--- src/rtl/xsms_pkg.sv ---
// xsms_pkg: shared constants, codes and payload types of the xy scan motion sequencer
// no dependencies; imported by the top level and the motion unit of the block

package xsms_pkg;

  localparam int TABLE_DEPTH = 64;
  localparam int FRAC_BITS   = 16;
  localparam int IDX_W       = (TABLE_DEPTH > 1) ? $clog2(TABLE_DEPTH) : 1;
  localparam int CNT_W       = $clog2(TABLE_DEPTH + 1);
  localparam int RW_W        = (CNT_W > 8) ? CNT_W : 8;

  // 0.01 and 1.0e-5 in the fixed point format, rounded and saturated
  localparam int MS_RAW   = ((1 << FRAC_BITS) + 50) / 100;
  localparam int MS_RESET = (MS_RAW < 1) ? 1 : ((MS_RAW > 65535) ? 65535 : MS_RAW);
  localparam int SM_RAW   = ((1 << FRAC_BITS) + 50000) / 100000;
  localparam int SM_RESET = (SM_RAW > 255) ? 255 : SM_RAW;

  typedef enum logic [3:0] {
    MODE_TICK    = 4'd0,
    MODE_SET     = 4'd1,
    MODE_CONFIG  = 4'd2,
    MODE_APPEND  = 4'd3,
    MODE_RUN     = 4'd4,
    MODE_PAUSE   = 4'd5,
    MODE_RESUME  = 4'd6,
    MODE_STOP    = 4'd7,
    MODE_REWIND  = 4'd8,
    MODE_ABORT   = 4'd9
  } mode_t;

  typedef enum logic [2:0] {
    STAT_OK     = 3'd0,
    STAT_WRONG  = 3'd1,
    STAT_NEGRW  = 3'd2,
    STAT_FULL   = 3'd3,
    STAT_EMPTY  = 3'd4
  } status_t;

  typedef enum logic [1:0] {
    CTL_IDLE    = 2'd0,
    CTL_READY   = 2'd1,
    CTL_RUNNING = 2'd2,
    CTL_PAUSED  = 2'd3
  } ctl_t;

  typedef enum logic {
    REG_MAX_STEP    = 1'b0,
    REG_SNAP_MARGIN = 1'b1
  } reg_idx_t;

  typedef struct packed {
    logic [3:0]         mode;
    logic signed [31:0] coord_x;
    logic signed [31:0] coord_y;
    logic signed [7:0]  rewind_count;
  } in_item_t;

  typedef struct packed {
    logic [2:0]         status;
    logic [1:0]         scan_state;
    logic signed [31:0] setpoint_x;
    logic signed [31:0] setpoint_y;
    logic signed [31:0] readback_x;
    logic signed [31:0] readback_y;
    logic               setpoint_changed;
    logic               readback_changed;
    logic               state_changed;
    logic               scan_complete;
  } out_item_t;

  typedef struct packed {
    logic [31:0] tgt_x;
    logic [31:0] tgt_y;
    logic [31:0] pos_x;
    logic [31:0] pos_y;
  } mot_req_t;

  typedef struct packed {
    logic        done;
    logic [31:0] new_x;
    logic [31:0] new_y;
  } mot_rsp_t;

endpackage

--- src/rtl/xsms_motion.sv ---
// xsms_motion: one readback move per request, bit-serial squares, square root and divide
// depends on xsms_pkg

module xsms_motion (
  input  logic                clk,
  input  logic                rst_n,
  input  logic                start,
  input  xsms_pkg::mot_req_t  req,
  input  logic [15:0]         max_step,
  input  logic [7:0]          snap_margin,
  output xsms_pkg::mot_rsp_t  rsp
);
  import xsms_pkg::*;

  typedef enum logic [3:0] {
    M_IDLE, M_PREP, M_SQX, M_SQY, M_MSQ, M_SQRT, M_MUL, M_DIV, M_DONE
  } mstate_t;

  mstate_t      state_r;
  mot_req_t     req_r;
  logic [31:0]  rx_r, ry_r, r_r;
  logic         sx_r, sy_r, near_r, axis_r;
  logic [63:0]  acc_r, mcand_r, s_r, v_r, rt_r, bit_r;
  logic [31:0]  mplier_r;
  logic [5:0]   cnt_r;
  logic [49:0]  rem_r, dsh_r;
  logic [15:0]  q_r;
  logic [31:0]  new_x_r, new_y_r;
  logic         done_r;

  logic [32:0]  dx, dy;
  logic [31:0]  ax, ay;
  logic         sh;
  logic [16:0]  m;
  logic [63:0]  acc_add, trial;
  logic         sq_ge, div_ge;
  logic [15:0]  q_nxt;
  logic [31:0]  p_sel, stepped;

  always_comb begin
    dx      = {req_r.tgt_x[31], req_r.tgt_x} - {req_r.pos_x[31], req_r.pos_x};
    dy      = {req_r.tgt_y[31], req_r.tgt_y} - {req_r.pos_y[31], req_r.pos_y};
    ax      = dx[32] ? 32'(-dx) : dx[31:0];
    ay      = dy[32] ? 32'(-dy) : dy[31:0];
    sh      = ax[31] | ay[31];
    m       = 17'(max_step) + 17'(snap_margin);
    acc_add = acc_r + (mplier_r[0] ? mcand_r : 64'd0);
    trial   = rt_r + bit_r;
    sq_ge   = v_r >= trial;
    div_ge  = rem_r >= dsh_r;
    q_nxt   = {q_r[14:0], div_ge};
    p_sel   = axis_r ? req_r.pos_y : req_r.pos_x;
    // move toward the setpoint on this axis
    if (axis_r ? sy_r : sx_r) begin
      stepped = p_sel - {16'd0, q_nxt};
    end else begin
      stepped = p_sel + {16'd0, q_nxt};
    end
  end

  always_ff @(posedge clk) begin
    if (!rst_n) begin
      state_r <= M_IDLE;
      done_r  <= 1'b0;
    end else begin
      done_r <= 1'b0;
      unique case (state_r)
        M_IDLE: begin
          if (start) begin
            req_r   <= req;
            state_r <= M_PREP;
          end
        end
        M_PREP: begin
          rx_r     <= sh ? {1'b0, ax[31:1]} : ax;
          ry_r     <= sh ? {1'b0, ay[31:1]} : ay;
          sx_r     <= dx[32];
          sy_r     <= dy[32];
          near_r   <= (ax <= {15'd0, m}) && (ay <= {15'd0, m});
          acc_r    <= 64'd0;
          mcand_r  <= {32'd0, (sh ? {1'b0, ax[31:1]} : ax)};
          mplier_r <= sh ? {1'b0, ax[31:1]} : ax;
          cnt_r    <= 6'd32;
          state_r  <= M_SQX;
        end
        M_SQX, M_SQY, M_MSQ, M_MUL: begin
          acc_r    <= acc_add;
          mcand_r  <= {mcand_r[62:0], 1'b0};
          mplier_r <= {1'b0, mplier_r[31:1]};
          cnt_r    <= cnt_r - 6'd1;
          if (cnt_r == 6'd1) begin
            priority case (state_r)
              M_SQX: begin
                mcand_r  <= {32'd0, ry_r};
                mplier_r <= ry_r;
                cnt_r    <= 6'd32;
                state_r  <= M_SQY;
              end
              M_SQY: begin
                s_r <= acc_add;
                if (near_r) begin
                  acc_r    <= 64'd0;
                  mcand_r  <= {47'd0, m};
                  mplier_r <= {15'd0, m};
                  cnt_r    <= 6'd17;
                  state_r  <= M_MSQ;
                end else begin
                  v_r     <= acc_add;
                  rt_r    <= 64'd0;
                  bit_r   <= 64'h4000_0000_0000_0000;
                  cnt_r   <= 6'd32;
                  state_r <= M_SQRT;
                end
              end
              M_MSQ: begin
                if (s_r <= acc_add) begin
                  new_x_r <= req_r.tgt_x;
                  new_y_r <= req_r.tgt_y;
                  state_r <= M_DONE;
                end else begin
                  v_r     <= s_r;
                  rt_r    <= 64'd0;
                  bit_r   <= 64'h4000_0000_0000_0000;
                  cnt_r   <= 6'd32;
                  state_r <= M_SQRT;
                end
              end
              default: begin
                // numerator 2*rd*max_step + r, divisor 2r aligned to quotient bit 15
                rem_r   <= {acc_add[48:0], 1'b0} + {18'd0, r_r};
                dsh_r   <= {2'd0, r_r, 16'd0};
                q_r     <= 16'd0;
                cnt_r   <= 6'd16;
                state_r <= M_DIV;
              end
            endcase
          end
        end
        M_SQRT: begin
          if (sq_ge) begin
            v_r  <= v_r - trial;
            rt_r <= {1'b0, rt_r[63:1]} + bit_r;
          end else begin
            rt_r <= {1'b0, rt_r[63:1]};
          end
          bit_r <= {2'b0, bit_r[63:2]};
          cnt_r <= cnt_r - 6'd1;
          if (cnt_r == 6'd1) begin
            if (sq_ge) begin
              r_r <= 32'({1'b0, rt_r[63:1]} + bit_r);
            end else if (rt_r[32:1] == 32'd0) begin
              r_r <= 32'd1;
            end else begin
              r_r <= rt_r[32:1];
            end
            axis_r   <= 1'b0;
            acc_r    <= 64'd0;
            mcand_r  <= {32'd0, rx_r};
            mplier_r <= {16'd0, max_step};
            cnt_r    <= 6'd16;
            state_r  <= M_MUL;
          end
        end
        M_DIV: begin
          if (div_ge) begin
            rem_r <= rem_r - dsh_r;
          end
          dsh_r <= {1'b0, dsh_r[49:1]};
          q_r   <= q_nxt;
          cnt_r <= cnt_r - 6'd1;
          if (cnt_r == 6'd1) begin
            if (axis_r) begin
              new_y_r <= stepped;
              state_r <= M_DONE;
            end else begin
              new_x_r  <= stepped;
              axis_r   <= 1'b1;
              acc_r    <= 64'd0;
              mcand_r  <= {32'd0, ry_r};
              mplier_r <= {16'd0, max_step};
              cnt_r    <= 6'd16;
              state_r  <= M_MUL;
            end
          end
        end
        M_DONE: begin
          done_r  <= 1'b1;
          state_r <= M_IDLE;
        end
        default: state_r <= M_IDLE;
      endcase
    end
  end

  assign rsp = '{done: done_r, new_x: new_x_r, new_y: new_y_r};

  property p_start_idle;
    @(posedge clk) disable iff (!rst_n) start |-> state_r == M_IDLE;
  endproperty
  a_start_idle: assert property (p_start_idle) else $error("motion start while busy");

  property p_done_once;
    @(posedge clk) disable iff (!rst_n) rsp.done |=> !rsp.done;
  endproperty
  a_done_once: assert property (p_done_once) else $error("motion done held");

  property p_sqrt_count;
    @(posedge clk) disable iff (!rst_n) state_r == M_SQRT |-> cnt_r != 6'd0;
  endproperty
  a_sqrt_count: assert property (p_sqrt_count) else $error("sqrt counter underflow");

endmodule

--- config.mk ---
export PLATFORM = sky130hd
export DESIGN_NAME = xsms_motion
export DESIGN_NICKNAME = d
export VERILOG_FILES = /design/src/rtl/xsms_pkg.sv /design/src/rtl/xsms_motion.sv
export SDC_FILE = /design/constraint.sdc
export NUM_CORES = 2
export LEC_CHECK = 0
export ABC_CLOCK_PERIOD_IN_PS = 15100
export BUFFER_PORTS_ARGS = -buffer_cell sky130_fd_sc_hd__clkbuf_2
export CELL_PAD_IN_SITES_DETAIL_PLACEMENT = 0
export CELL_PAD_IN_SITES_GLOBAL_PLACEMENT = 1
export CORE_MARGIN = 5
export CORE_UTILIZATION = 51
export CTS_BUF_LIST = sky130_fd_sc_hd__clkbuf_4
export CTS_CLUSTER_DIAMETER = 200
export CTS_CLUSTER_SIZE = 40
export DETAILED_ROUTE_END_ITERATION = 7
export GPL_ROUTABILITY_DRIVEN = 0
export PLACE_DENSITY = 0.94
export SETUP_SLACK_MARGIN = 0.05
export SLEW_MARGIN = 25
export SYNTH_ARGS = -nofsm -noshare
export SYNTH_HDL_FRONTEND = slang
export SYNTH_SLANG_ARGS = --single-unit
--- constraint.sdc ---
create_clock -name clk -period 15.1 [get_ports clk]
set_input_delay 1.51 -clock clk [delete_from_list [all_inputs] [get_ports clk]]
set_output_delay 1.51 -clock clk [all_outputs]
set_load 0.02 [all_outputs]
==> results.md <==
* Htree depth at 1
* Avg Cell Area, Syn at 9.47 um^2
* Crit path capture type: flip-flop
* Layout cell share with drive strength beyond 1 at 0.0674
* Area occupied by multi-input gates at 32500 um^2
* 1st-iter DRT viols at 5845
* CP arrival at 10.47 ns
* Commonest non-fill, non-tap cells in the layout: 795 x edfxtp_1, 561 x nand2_1, 508 x nor2_1
* Sequential fraction of design power at 0.319
* Combinational share of power at 0.610
* First-pass GRT wire length at 269 mm
* Clock Path Buffers at 3
* Die span in y at 349 um
* Tcrit/Tclk final at 0.639
* RSZ-0062 raised after global routing: false
* Fill cells at 10297
* Yosys cell types at 100
* Crit-path slowest cell: buf_4
* Dominant synthesized flop cell: edfxtp_1
* Switching power at 4.96 mW
* Outcome: complete, no violations
* Die ar. at 122000 um^2
* Postcts setup bufs at 0
* Final WS setup at 5.45 ns
* Initial antenna violation count at 4
* Core region area at 114000 um^2
* Ys Warns at 0
* Async S/R FF share, synth at 0
* WL final at 177 mm
* Drt pass-1 iters at 6
* CP Class: flip-flop to flip-flop
* Setup WS pre-CTS at 5.74 ns
* Gr ovfl total at 0
* Final nets at 6880
* Max Clock Skew at 0.0955 ns
* Post-synthesis cell area at 58500 um^2
* Row cnt at 124
* Sequential Area at 24000 um^2
* Crit path time final at 9.65 ns
* Initial Util at 0.513
* Peak per-stage delay on the critical path at 0.78 ns
* Clk_lat worst skew at 1.15 ns
* Final hold violations at 0
* Die width at 349 um
* Post_cts resized at 0
* Total GRT Usage at 0.278
* Synth Instances at 6172
* Clk network pwr share at 0.071
* Peak fanout along the critical path at 73
* Routed WL per cell at 22.8 um
* Number of synthesized flops with an enable pin at 795
* Synth area leaders: edfxtp_1 41%, ha_1 10%, a21oi_1 4.1%
* Leak at 25.0 nW
* CTS Hold Bufs at 0
* Area growth syn-to-layout at 5.02%
* DRC viols at 0
* Flops & latches, synth at 800
* Switch share at 0.478
* Pwr/cell area at 169 nW/um^2
* CTS clock-pin slew for the worst setup and hold paths at 0.45 ns
* Vias per cell at 6.32
* CTS tree: done
* Slew Viols, Final at 0
* Final ANT Viol Nets at 0
* Dpl cells at 7726
* Pin count of the biggest net entering global routing at 108
* Final TNS setup at 0 ns
* Final Cell Area at 61400 um^2
* Largest area contributor in the netlist: edfxtp_1
* Clock sinks at 800
* Final non-filler cell total at 7762
* Total internal power at 5.41 mW
* CTS root buffer: clkbuf_4
* Commonest non-fill, non-tap cell in the layout: edfxtp_1
* Via count at 49029
* Sequential share of the synthesized area at 0.410
* Worst Path Required at 15.92 ns
* Max Cap Viol at 0
* PortBufs at 219
* VDD IR max at 0.129 mV
* Worst Max-Slew Pin Slew at 1.03 ns
* HP Class: input port to flip-flop
* Worst Setup Start Kind: flip-flop
* Vias in the first global route at 45808
* Placed instance area at 61200 um^2
* Max_slew headroom at 0.311
* CTS buffer count at 23
* Top-area cell type share of the netlist area at 0.408
* Hpwl dp at 136 mm
* Fmax at 104 MHz
* Final setup vio count at 0
* # IOs at 220
## flip-flops by register name, indices dropped and copies added, names as in the netlist, 48 cells and up
| signal | count |
|---|---|
| dsh_r | 48 |
| v_r | 64 |
| req_r | 128 |
| rem_r | 50 |
| acc_r | 64 |
| mcand_r | 64 |
| rt_r | 64 |
| s_r | 64 |
## kinds of logic after synthesis
logic type               after synthesis  synth area share
other                                  1         0.0000641
multiplexers                         111            0.0193
XOR/XNOR                             474            0.0710
flip-flops                           800             0.410
buffers and inverters                586            0.0384
AND/OR/NAND/NOR                     1907             0.158
adder cells (fa/ha/maj)              486             0.105
AO/OA/AOI/OAI                       1807             0.198
## cell type report
| type | count | share of cell area |
|---|---|---|
| clock buffer | 31 | 0.00379 |
| sequential | 800 | 0.390 |
| inverter | 350 | 0.0214 |
| tap | 1512 | 0.0308 |
| antenna | 5 | 0.000204 |
| timing repair buffer | 277 | 0.0249 |
| multi-input combinational | 4787 | 0.528 |
## critical path: cells and delay by family (launching register included)
kind | cells | cell delay (ns)
XOR/XNOR | 1 | 0.34
AND/OR/NAND/NOR | 13 | 3.59
AO/OA/AOI/OAI | 10 | 2.65
adder cells (fa/ha/maj) | 2 | 0.66
flip-flops | 1 | 0.69
buffers and inverters | 3 | 1.22
## synthesized netlist by cell type, types with 10 or more instances
cell,number
a21o_1,254
nor2b_1,88
or4_1,16
mux2_2,12
nor4_1,35
nand2_1,562
and4_1,15
xnor2_1,257
a21oi_1,480
a31oi_1,108
nand3b_1,10
o21a_1,60
a31o_2,24
a41oi_1,11
mux2i_1,98
a21boi_0,11
inv_1,348
edfxtp_1,795
nor3_1,89
ha_1,478
o31ai_1,44
o221ai_1,25
a22oi_1,41
nand3_1,102
and2_1,128
or2_2,17
nand2b_1,67
o21ai_0,371
xor2_1,217
a211o_1,11
buf_1,17
o21bai_1,76
nand4_1,79
a221oi_1,16
and3_1,113
or3_1,32
o21ai_1,12
o22a_1,17
o211ai_1,30
a211oi_1,85
o22ai_1,26
clkbuf_1,209
nor2_1,513
## per-stage QoR
stage	util	power [mW]	hold slack, ns
final	0.539	10.4	0.489
after global routing	0.538	11.0	0.478
after CTS	0.538	10.2	0.459
after detailed placement	0.536	9.48	0.538
after global placement	0.536	9.33	0.540
after floorplan	-	7.54	0.505
## power by group through the flow
| stage | Clock, mW | Combinational [mW] | Sequential (mW) |
|---|---|---|---|
| 3_3_place_gp | 0 | 5.98 | 3.34 |
| 4_1_cts | 0.748 | 6.17 | 3.30 |
| 5_1_grt | 0.814 | 6.82 | 3.32 |
| 6_report | 0.741 | 6.33 | 3.30 |
| 2_1_floorplan | 0 | 4.23 | 3.31 |
| 3_5_place_dp | 0 | 6.13 | 3.35 |
## per-layer routing
| layer | part of all wire | GRT usage |
|---|---|---|
| met1 | 0.42 | 0.386 |
| met4 | 0.052 | 0.117 |
| met5 | 0.00038 | 0 |
| met2 | 0.44 | 0.439 |
| met3 | 0.090 | 0.0405 |
## final timing paths
kind / startpoint / to / slack (ns) / cells after the start
worst min register to register: req_r[90]$_DFFE_PP_ / new_y_r[26]$_DFFE_PP_ / 0.61 / 2
worst max-delay path: mplier_r[0]$_DFFE_PP_ / rt_r[60]$_SDFFCE_PN0P_ / 5.45 / 29
worst max register to register: mplier_r[0]$_DFFE_PP_ / rt_r[60]$_SDFFCE_PN0P_ / 5.45 / 29
worst min-delay path: req[20] / req_r[20]$_DFFE_PP_ / 0.49 / 1
Power figures use the tool's default switching activity.
